`config.mk`:
```
export PLATFORM = sky130hd
export DESIGN_NAME = retry_job_deque
export DESIGN_NICKNAME = d
export VERILOG_FILES = /design/src/sv/rjd_pkg.sv /design/src/sv/rjd_ram.sv /design/src/sv/rjd_ctrl.sv /design/src/sv/rjd_dp.sv /design/src/sv/retry_job_deque.sv
export SDC_FILE = /design/constraint.sdc
export NUM_CORES = 1
export LEC_CHECK = 0
export ABC_AREA = 1
export BUFFER_PORTS_ARGS = -buffer_cell sky130_fd_sc_hd__buf_2
export CORE_ASPECT_RATIO = 1.25
export CORE_MARGIN = 3
export CORE_UTILIZATION = 27
export DETAILED_ROUTE_END_ITERATION = 8
export MAX_ROUTING_LAYER = met4
export PLACE_DENSITY = 0.38
export REMOVE_ABC_BUFFERS = 1
export SYNTH_ARGS = -nofsm -noshare
export SYNTH_HDL_FRONTEND = slang
export SYNTH_HIERARCHICAL = 1
export SYNTH_SLANG_ARGS = --single-unit
export TNS_END_PERCENT = 30
```
`constraint.sdc`:
```
create_clock -name clk -period 4.45 [get_ports clk]
set_input_delay 0.89 -clock clk [delete_from_list [all_inputs] [get_ports clk]]
set_output_delay 0.89 -clock clk [all_outputs]
set_load 0.05 [all_outputs]
```
`src/sv/rjd_pkg.sv`:
```
`timescale 1ns / 1ps

package rjd_pkg;

	// Command kinds carried in s_tuser
	typedef enum logic [1:0] {
		KIND_TICK   = 2'd0,
		KIND_ADD    = 2'd1,
		KIND_INSERT = 2'd2,
		KIND_CLEAR  = 2'd3
	} kind_t;

	localparam int unsigned KIND_W  = 2;
	localparam int unsigned IDF_W   = 8;
	localparam int unsigned PARAM_W = 16;
	localparam int unsigned COUNT_W = 8;
	localparam int unsigned S_DATA_W = 32;
	localparam int unsigned M_DATA_W = 24;
	localparam int unsigned M_USER_W = 3;

	// Controller to datapath
	typedef struct packed {
		logic load;    // capture the accepted transaction
		logic commit;  // apply the command and load the output register
	} dp_cmd_t;

endpackage

```
`src/sv/rjd_ram.sv`:
```
`timescale 1ns / 1ps

module rjd_ram #(
	parameter int unsigned WIDTH = 32,
	parameter int unsigned DEPTH = 32
) (
	input  logic                     clk,
	input  logic                     we,
	input  logic [$clog2(DEPTH)-1:0] waddr,
	input  logic [WIDTH-1:0]         wdata,
	input  logic [$clog2(DEPTH)-1:0] raddr,
	output logic [WIDTH-1:0]         rdata
);

	logic [WIDTH-1:0] mem_q [DEPTH];

	always_ff @(posedge clk) begin
		if (we) begin
			mem_q[waddr] <= wdata;
		end
		rdata <= mem_q[raddr];
	end

endmodule

```
`src/sv/rjd_ctrl.sv`:
```
`timescale 1ns / 1ps

module rjd_ctrl (
	input  logic              clk,
	input  logic              arst_n,
	input  logic              s_tvalid,
	output logic              s_tready,
	output logic              m_tvalid,
	input  logic              m_tready,
	output rjd_pkg::dp_cmd_t  cmd
);

	typedef enum logic [1:0] {
		ST_IDLE = 2'b01,
		ST_EXEC = 2'b10
	} state_t;

	state_t state_q;
	logic   m_tvalid_q;
	logic   out_free;

	assign out_free = !m_tvalid_q || m_tready;
	assign s_tready = (state_q == ST_IDLE);
	assign m_tvalid = m_tvalid_q;

	always_comb begin
		cmd.load   = (state_q == ST_IDLE) && s_tvalid;
		cmd.commit = (state_q == ST_EXEC) && out_free;
	end

	always_ff @(posedge clk or negedge arst_n) begin
		if (!arst_n) begin
			state_q    <= ST_IDLE;
			m_tvalid_q <= 1'b0;
		end else begin
			unique case (state_q)
				ST_IDLE: begin
					if (m_tready) begin
						m_tvalid_q <= 1'b0;
					end
					if (s_tvalid) begin
						state_q <= ST_EXEC;
					end
				end
				ST_EXEC: begin
					// hold until the output register can take the result
					if (out_free) begin
						m_tvalid_q <= 1'b1;
						state_q    <= ST_IDLE;
					end
				end
				default: begin
					state_q    <= ST_IDLE;
					m_tvalid_q <= 1'b0;
				end
			endcase
		end
	end

endmodule

```
`src/sv/rjd_dp.sv`:
```
`timescale 1ns / 1ps

module rjd_dp #(
	parameter int unsigned RING_DEPTH = 32,
	parameter int unsigned ID_BITS    = 8
) (
	input  logic                                 clk,
	input  logic                                 arst_n,
	input  rjd_pkg::dp_cmd_t                     cmd,
	input  logic [rjd_pkg::S_DATA_W-1:0]         s_tdata,
	input  logic [rjd_pkg::KIND_W-1:0]           s_tuser,
	output logic [rjd_pkg::M_DATA_W-1:0]         m_tdata,
	output logic [rjd_pkg::M_USER_W-1:0]         m_tuser
);

	localparam int unsigned IDX_W   = $clog2(RING_DEPTH);
	localparam int unsigned IDW     = (ID_BITS > rjd_pkg::IDF_W) ? ID_BITS : rjd_pkg::IDF_W;
	localparam int unsigned ENTRY_W = ID_BITS + rjd_pkg::PARAM_W + rjd_pkg::COUNT_W;
	localparam logic [IDX_W-1:0] LAST_IDX = IDX_W'(RING_DEPTH - 1);

	// captured transaction
	rjd_pkg::kind_t                kind_q;
	logic [ID_BITS-1:0]            id_q;
	logic [rjd_pkg::PARAM_W-1:0]   param_q;
	logic [rjd_pkg::COUNT_W-1:0]   count_q;

	logic [IDX_W-1:0]              head_q, tail_q;
	logic [ID_BITS-1:0]            act_id_q;
	logic [rjd_pkg::PARAM_W-1:0]   act_param_q;
	logic [rjd_pkg::COUNT_W-1:0]   act_count_q;

	logic [IDW-1:0]                in_id_ext;
	logic [IDW-1:0]                act_id_ext;

	logic [IDX_W-1:0]              head_next, head_prev, tail_next;
	logic                          ring_empty;
	logic                          add_ok, ins_ok;

	logic [ENTRY_W-1:0]            rd_entry;
	logic                          ram_we;
	logic [IDX_W-1:0]              ram_waddr;

	logic [IDX_W-1:0]              head_d, tail_d;
	logic [ID_BITS-1:0]            act_id_d;
	logic [rjd_pkg::PARAM_W-1:0]   act_param_d;
	logic [rjd_pkg::COUNT_W-1:0]   act_count_d;
	logic                          disp_d, refused_d;

	assign in_id_ext  = IDW'(s_tdata[7:0]);
	assign act_id_ext = IDW'(act_id_q);

	assign head_next  = (head_q == LAST_IDX) ? '0 : head_q + 1'b1;
	assign head_prev  = (head_q == '0) ? LAST_IDX : head_q - 1'b1;
	assign tail_next  = (tail_q == LAST_IDX) ? '0 : tail_q + 1'b1;
	assign ring_empty = (head_q == tail_q);
	assign add_ok     = (tail_next != head_q);
	assign ins_ok     = (head_prev != tail_q);

	// The head entry is read continuously; the read data is settled in the
	// cycle after accept since pointers only move on commit.
	assign ram_we    = cmd.commit &&
	                   (((kind_q == rjd_pkg::KIND_ADD) && add_ok) ||
	                    ((kind_q == rjd_pkg::KIND_INSERT) && ins_ok));
	assign ram_waddr = (kind_q == rjd_pkg::KIND_ADD) ? tail_q : head_prev;

	rjd_ram #(
		.WIDTH (ENTRY_W),
		.DEPTH (RING_DEPTH)
	) u_ring (
		.clk   (clk),
		.we    (ram_we),
		.waddr (ram_waddr),
		.wdata ({count_q, param_q, id_q}),
		.raddr (head_q),
		.rdata (rd_entry)
	);

	always_comb begin
		head_d      = head_q;
		tail_d      = tail_q;
		act_id_d    = act_id_q;
		act_param_d = act_param_q;
		act_count_d = act_count_q;
		disp_d      = 1'b0;
		refused_d   = 1'b0;
		unique case (kind_q)
			rjd_pkg::KIND_TICK: begin
				if (act_id_q != '0) begin
					if (act_count_q != '0) begin
						act_count_d = act_count_q - 1'b1;
						disp_d      = 1'b1;
					end else begin
						act_id_d    = '0;
						act_param_d = '0;
						act_count_d = '0;
					end
				end else if (!ring_empty) begin
					// promote the head entry into the active slot
					act_id_d    = rd_entry[ID_BITS-1:0];
					act_param_d = rd_entry[ID_BITS +: rjd_pkg::PARAM_W];
					act_count_d = rd_entry[ID_BITS + rjd_pkg::PARAM_W +: rjd_pkg::COUNT_W];
					head_d      = head_next;
				end
			end
			rjd_pkg::KIND_ADD: begin
				if (add_ok) begin
					tail_d = tail_next;
				end else begin
					refused_d = 1'b1;
				end
			end
			rjd_pkg::KIND_INSERT: begin
				if (ins_ok) begin
					head_d = head_prev;
				end else begin
					refused_d = 1'b1;
				end
			end
			rjd_pkg::KIND_CLEAR: begin
				if ((act_id_q == id_q) || (id_q == '0)) begin
					act_id_d    = '0;
					act_param_d = '0;
					act_count_d = '0;
				end
			end
			default: ;
		endcase
	end

	always_ff @(posedge clk) begin
		if (cmd.load) begin
			kind_q  <= rjd_pkg::kind_t'(s_tuser);
			id_q    <= in_id_ext[ID_BITS-1:0];
			param_q <= s_tdata[23:8];
			count_q <= s_tdata[31:24];
		end
		if (cmd.commit) begin
			m_tdata <= disp_d ? {act_param_q, act_id_ext[7:0]} : '0;
			m_tuser <= {(act_id_d != '0), refused_d, disp_d};
		end
	end

	always_ff @(posedge clk or negedge arst_n) begin
		if (!arst_n) begin
			head_q      <= '0;
			tail_q      <= '0;
			act_id_q    <= '0;
			act_param_q <= '0;
			act_count_q <= '0;
		end else if (cmd.commit) begin
			head_q      <= head_d;
			tail_q      <= tail_d;
			act_id_q    <= act_id_d;
			act_param_q <= act_param_d;
			act_count_q <= act_count_d;
		end
	end

endmodule

```
`src/sv/retry_job_deque.sv`:
```
`timescale 1ns / 1ps
// The result is registered when the execute state after acceptance commits; commit
// waits while the previous result still sits in the output register. A new input
// transaction is taken only in the idle state after that commit; the execute state
// covers the registered read of the ring RAM at the head pointer.
// Reset: head/tail pointers and the active slot clear at once; the ring RAM is
// not swept, since every entry between head and tail is written before it is read.

module retry_job_deque #(
	parameter int unsigned RING_DEPTH = 32,
	parameter int unsigned ID_BITS    = 8
) (
	input  logic        clk,
	input  logic        arst_n,
	input  logic        s_tvalid,
	output logic        s_tready,
	input  logic [31:0] s_tdata,  // job_id[7:0], job_param[23:8], repeat_count[31:24]
	input  logic [1:0]  s_tuser,  // kind[1:0]
	output logic        m_tvalid,
	input  logic        m_tready,
	output logic [23:0] m_tdata,  // dispatch_id[7:0], dispatch_param[23:8]
	output logic [2:0]  m_tuser   // dispatch[0], refused[1], active_busy[2]
);

	rjd_pkg::dp_cmd_t cmd;

	rjd_ctrl u_ctrl (
		.clk      (clk),
		.arst_n   (arst_n),
		.s_tvalid (s_tvalid),
		.s_tready (s_tready),
		.m_tvalid (m_tvalid),
		.m_tready (m_tready),
		.cmd      (cmd)
	);

	rjd_dp #(
		.RING_DEPTH (RING_DEPTH),
		.ID_BITS    (ID_BITS)
	) u_dp (
		.clk     (clk),
		.arst_n  (arst_n),
		.cmd     (cmd),
		.s_tdata (s_tdata),
		.s_tuser (s_tuser),
		.m_tdata (m_tdata),
		.m_tuser (m_tuser)
	);

endmodule

```
Word level (Yosys, flattened, before mapping)
Memory sizes are Yosys's and may differ from the RTL's. A register that Yosys moved wholly into a read port is not among the register bits.
Cells that the tools add are included.
{"block": "classes", "add_sub_neg": 4, "eq_ne": 20, "n_mux": 37, "n_reduce_logical": 23}
{"cell": "$mux W16", "count": 4}
{"cell": "$mux W8", "count": 8}
{"cell": "$mux W5", "count": 7}
{"cell": "$pmux W16 S2", "count": 1}
{"cell": "$pmux W8 S2", "count": 2}
{"cell": "$reduce_bool A8 Y1", "count": 3}
{"cell": "$add A5 B1 Y5 const B", "count": 2}
{"cell": "$eq A5 B5 Y1 const B", "count": 2}
{"cell": "$ne A5 B5 Y1", "count": 2}
{"cell": "$pmux W5 S2", "count": 1}
{"cell": "$reduce_and A5 Y1", "count": 2}
{"cell": "$mux W1", "count": 9}
{"cell": "$eq A8 B8 Y1", "count": 1}
{"cell": "$logic_not A8 Y1", "count": 1}
{"cell": "$ne A2 B1 Y1 const B", "count": 4}
{"cell": "$sub A8 B1 Y8 const B", "count": 1}
{"cell": "$eq A2 B2 Y1 const B", "count": 3}
{"cell": "$ne A2 B2 Y1 const B", "count": 3}
{"cell": "$ne A3 B3 Y1 const B", "count": 2}
{"cell": "$eq A5 B5 Y1", "count": 1}
{"cell": "$logic_and A1 B1 Y1", "count": 5}
{"cell": "$logic_not A5 Y1", "count": 1}
{"cell": "$sub A5 B1 Y5 const B", "count": 1}
{"cell": "$eq A2 B1 Y1 const B", "count": 2}
{"cell": "10 further kinds", "count": 16}
{"block": "totals", "regBits": 106, "ram_bits": 1024, "input_bits": 38, "out_inout_bits": 29, "word_cells": 98, "n_memories": 1}
{"memory": "u_dp.u_ring.mem_q", "words": 32, "width": 32, "read_ports": 1, "rd_ports_with_merged_regs": 1, "wr": 1, "line_no": "rjd_ram.sv:15", "rtl": "logic [WIDTH-1:0] mem_q [DEPTH];"}

Depth between registers and ports, before layout
{"block": "logic_depth", "depth_word": 8, "ltp_mapped": 15, "ltp_nobuf": 14}

Cells and area by module
Netlist, hierarchy kept.
{"mod": "rjd_ram", "instances": 1, "cells_per_inst": 3536, "area_per_inst_um2": 42405.7}
{"mod": "rjd_dp", "instances": 1, "cells_per_inst": 529, "area_per_inst_um2": 5053.6}
{"mod": "rjd_ctrl", "instances": 1, "cells_per_inst": 21, "area_per_inst_um2": 152.6}

Least setup slack after synthesis
OpenSTA, ideal clock, no wires.
{"block": "synth_timing", "path_type": "input to register", "from": "input port m_tready", "to": "memory u_dp.u_ring.mem_q[31][0], enable pin", "setup_time_ns": 0.421, "arrival_ns": 4.521, "path_slack_ns": -0.492, "stages": 9, "path_buffers": 1, "path_cell_list": "inv_1 -> nand2_1 -> inv_1 -> nor2_1 -> clkbuf_1 -> nand3_1 -> nand2_1 -> nand3_1 -> nor2_1"}
{"item": "start: declaration", "line_no": "retry_job_deque.sv:20", "rtl": "input logic m_tready,"}
{"item": "end: declaration", "line_no": "rjd_ram.sv:15"}

Worst setup path after layout
{"block": "layout_timing", "from": "register u_dp.tail_q[1]", "to": "memory u_dp.u_ring.mem_q[29][26], enable pin"}
{"block": "layout_between", "elab_chain_len": 8}
{"item": "start: declaration", "line_no": "rjd_dp.sv:27", "rtl": "logic [IDX_W-1:0] head_q, tail_q;"}
{"item": "start signal: assignment", "line_no": "rjd_dp.sv:152", "rtl": "tail_q <= tail_d;"}
{"item": "$add A5 B1 Y5 / $eq A5 B5 Y1 (equally long branches)", "line_no": "rjd_dp.sv:54", "rtl": "assign tail_next = (tail_q == LAST_IDX) ? '0 : tail_q + 1'b1;"}
{"item": "$mux W5 *", "line_no": "rjd_dp.sv:54"}
{"item": "via u_dp.tail_next[4]", "line_no": "rjd_dp.sv:35", "rtl": "logic [IDX_W-1:0] head_next, head_prev, tail_next;"}
{"item": "$ne A5 B5 Y1 *", "line_no": "rjd_dp.sv:56", "rtl": "assign add_ok = (tail_next != head_q);"}
{"item": "$logic_and A1 B1 Y1 *", "line_no": "rjd_dp.sv:62", "rtl": "(((kind_q == rjd_pkg::KIND_ADD) && add_ok) ||"}
{"item": "$logic_or A1 B1 Y1 *", "line_no": "rjd_dp.sv:62"}
{"item": "$logic_and A1 B1 Y1 *", "line_no": "rjd_dp.sv:61", "rtl": "assign ram_we = cmd.commit &&"}
{"item": "via u_dp.ram_we", "line_no": "rjd_dp.sv:40", "rtl": "logic ram_we;"}
{"item": "$mux W1 *", "line_no": "rjd_ram.sv:18", "rtl": "if (we) begin"}
{"item": "$mux W1 (implied by the code) *", "line_no": "rjd_ram.sv:19", "rtl": "mem_q[waddr] <= wdata;"}
Mark *: on every way through the listed nets, which the timed path passes. The rest lies on a longest branch.

==> impl_metrics.env <==
export IMPL_status="finished clean"
export IMPL_worstReg2RegStart="u_dp/tail_q[1]"
export IMPL_cts_made_buffers=133
export IMPL_post_dp_cell_area_sq_um=50800
export IMPL_yosys_area_share_simple=0.222
export IMPL_place_hpwl_microns=82400
export IMPL_period_share=0.804
export IMPL_cap_violations=0
export IMPL_yosys_warnings=6
export IMPL_clock_sinks=1162
export IMPL_fill_cells=17800
export IMPL_grt_pass1_vias=30000
export IMPL_ios=67
export IMPL_syn_to_final_growth_pct=15.5
export IMPL_wl_per_cell_microns=22.2
export IMPL_yosys_area_top_type="edfxtp_1"
export IMPL_final_seq_area_sq_um=34400
export IMPL_crit_arrival_ps=4040
export IMPL_async_flop_share=0.0387
export IMPL_rsz0062_at_grt="no"
export IMPL_cts_tree="yes"
export IMPL_ys_flop_type="edfxtp_1"
export IMPL_die_y_microns=475
export IMPL_initial_core_util=0.273
export IMPL_htree_levels=4
export IMPL_r2r_cells=13
export IMPL_leakagePower_nw=19.9
export IMPL_maxSlewViolCount=0
export IMPL_drc=0
export IMPL_synthXorXnorAreaFrac=0.00423
export IMPL_final_hold_viol_count=0
export IMPL_finalSetupViolations=0
export IMPL_skew_ps=32.4
export IMPL_final_area_sq_um=55000
export IMPL_synth_distinct_cells=41
export IMPL_synthCells=4086
export IMPL_finalWirelength_microns=147000
export IMPL_crit_chain="ha_1, nand2_1, nor2_1, ha_1, xor2_1, nand3b_1, a21oi_1, nand3_1, nand3_1, nand2_1, nand3_1, nor2_4, buf_12"
export IMPL_crit_path_top_delay_cell="nor2_4"
export IMPL_cp_end_kind="flop"
export IMPL_synthAdderAreaFrac=0.00263
export IMPL_critical_path_class="reg2reg"
export IMPL_fin_crit_ps=3580
export IMPL_max_freq_mhz=280
export IMPL_required_ps=4910
export IMPL_grt_pass1_wl_microns=214000
export IMPL_synth_edff_count=1085
export IMPL_ant_nets=0
export IMPL_slew_headroom=0.150
export IMPL_cts_root_buf="clkbuf_16"
export IMPL_num_vias=30100
export IMPL_gr_total_overflow=0
export IMPL_r2r_slack_ps=870
export IMPL_place_congestion=0.790
export IMPL_hp_class="in2async"
export IMPL_critPathMaxFanout=17
export IMPL_startpoint_type="flop"
export IMPL_postCtsSetupBuffers=0
export IMPL_r2r_end="u_dp/u_ring/mem_q[29][26]"
export IMPL_ys_seq_elements=1162
export IMPL_worst_slew_pin_slew_ps=1280
export IMPL_seq_area_frac_synth=0.721
export IMPL_yosys_top_cells_area="edfxtp_1 68%, nand2_1 13%, nand3_1 8.3%"
export IMPL_firstDrtPassIters=8
export IMPL_utilization=0.315
export IMPL_setup_tns_final_ps=0
export IMPL_core_sq_um=175000
export IMPL_hold_buffers=0
export IMPL_netlist_area_sq_um=47600
export IMPL_drt_iter0_drc=2139
export IMPL_power_total_mw=33.8
export IMPL_crit_end="u_dp/u_ring/mem_q[29][26]"
export IMPL_cts_repair_resized=0
export IMPL_syn_avg_cell_area_sq_um=11.7
export IMPL_crit_start="u_dp/tail_q[1]"
export IMPL_synthMuxAreaShare=0
export IMPL_grt_max_degree=223
export IMPL_synth_top_area_frac=0.684
export IMPL_grtUsageTotal=0.166
export IMPL_multi_input_area_sq_um=11600
export IMPL_clockBufferDepth=3
export IMPL_portBuffers=66
export IMPL_antenna_found_initial=3
export IMPL_powerDensity_nw_per_um2=615
export IMPL_die_w_microns=382
export IMPL_clkLatencyLatePin_ps=780
export IMPL_cp_common_cell="nand3_1"
export IMPL_via_per_inst=4.54
export IMPL_rows=171
export IMPL_peakVddDrop_mv=0.450
export IMPL_synth_compound_area_frac=0.00893
export IMPL_cpPeakStageDelay_ps=650
export IMPL_clk_pin_slew_worst_paths_ps=60
export IMPL_drive_gt1_frac=0.113
export IMPL_fin_nets=4239
export IMPL_synth_top_family_by_area="simple AND/OR/NAND/NOR gates"
export IMPL_die_area_sq_um=181000
synthesized netlist by cell type, types with 2 or more instances:
library cell	count
buf_6	71
inv_1	67
ha_1	10
buf_4	25
nand2_1	1587
clkbuf_1	27
edfxtp_1	1085
xnor2_1	13
nor2_2	6
o21ai_0	29
dfrtp_1	44
buf_2	86
dfxtp_1	32
nand2_4	2
xor2_1	10
o21ai_1	10
nor2_1	95
o21ai_2	17
nand4_1	2
buf_8	3
buf_1	18
a21oi_1	9
nand2_2	14
nand3_1	794
nand3_2	2
nor3_1	4
inv_2	9
a31oi_1	2
per-layer routing:
layer,part of all wire,global-route usage
met4,0.023,0.0471
met3,0.039,0.0232
met1,0.46,0.219
met5,0,-
met2,0.48,0.269
flip-flops by register name (all words and copies together), names as in the netlist:
register / count
u_dp/act_id_ext: 8
u_dp/m_tuser: 3
u_dp/tail_q: 5
u_dp/id_q: 8
u_dp/act_param_q: 16
u_dp/head_q: 5
u_dp/u_ring/mem_q: 1024
u_dp/param_q: 16
u_ctrl/m_tvalid: 1
u_dp/count_q: 8
u_dp/kind_q: 2
u_dp/m_tdata: 24
u_dp/act_count_q: 8
u_dp/u_ring/rdata: 32
u_ctrl/state_q: 2
cells in the final DEF, fill, tap and decap left out, types with 39 or more instances in the layout:
master / netlist / final
nand2_1: 1587 / 1587
edfxtp_1: 1085 / 1085
nand3_1: 794 / 794
clkbuf_16: 0 / 134
buf_4: 25 / 117
buf_2: 86 / 66
inv_1: 67 / 65
nor2_1: 95 / 62
clkbuf_1: 27 / 39
dfrtp_1: 44 / 39
worst min-delay path by stage:
stage,from,to,slack [ps],cells after the start
floorplan,u_dp/u_ring/rdata[18],u_dp/act_param_q[10],440,2
global placement,u_dp/u_ring/rdata[12],u_dp/act_param_q[4],450,2
detailed placement,u_dp/u_ring/rdata[15],u_dp/act_param_q[7],460,2
CTS,s_tdata[20],u_dp/param_q[12],200,1
global route,s_tdata[20],u_dp/param_q[12],240,1
finish,arst_n,u_dp/act_count_q[0],280,1
cell type report:
class                      count  share of cell area
timing repair buffer         200              0.0282
inverter                      78             0.00612
clock buffer                 181              0.0656
multi-input combinational   2616               0.211
antenna                        3            0.000136
sequential                  1162               0.625
clock inverter                61              0.0115
tap                         2335              0.0531
metrics by stage:
step / setup WS [ps] / hold slack [ps] / instances
floorplan: -9020 / 440 / 3856
finish: 873 / 282 / 6636
CTS: 873 / 201 / 6633
detailed placement: 840 / 455 / 6391
global placement: 826 / 447 / 6391
global route: 553 / 239 / 6634
critical path: cells and delay by family, from the launching register on:
kind                       cells  cell delay [ps]
and+or+nand+nor                8             1790
AOI/OAI and AO/OA              1               60
DFF                            1              470
xor gates and xnor gates       1              140
adders and majority gates      2              530
buffers and inverters          1              240
power breakdown:
part	total, mW	internal [mW]	leakage [nW]	switching [mW]
Clock	10.8	6.16	2.07	4.62
Sequential	12.8	12.4	10.6	0.383
Combinational	10.2	2.72	7.23	7.52
Total	33.8	21.3	19.9	12.5
cells by family after synthesis:
kind of cell | Yosys count
compound gates | 70
xor+xnor | 23
fa+ha+maj | 10
buf+inv | 308
flops | 1162
simple gates | 2513
(Power assumes the default switching activity.)
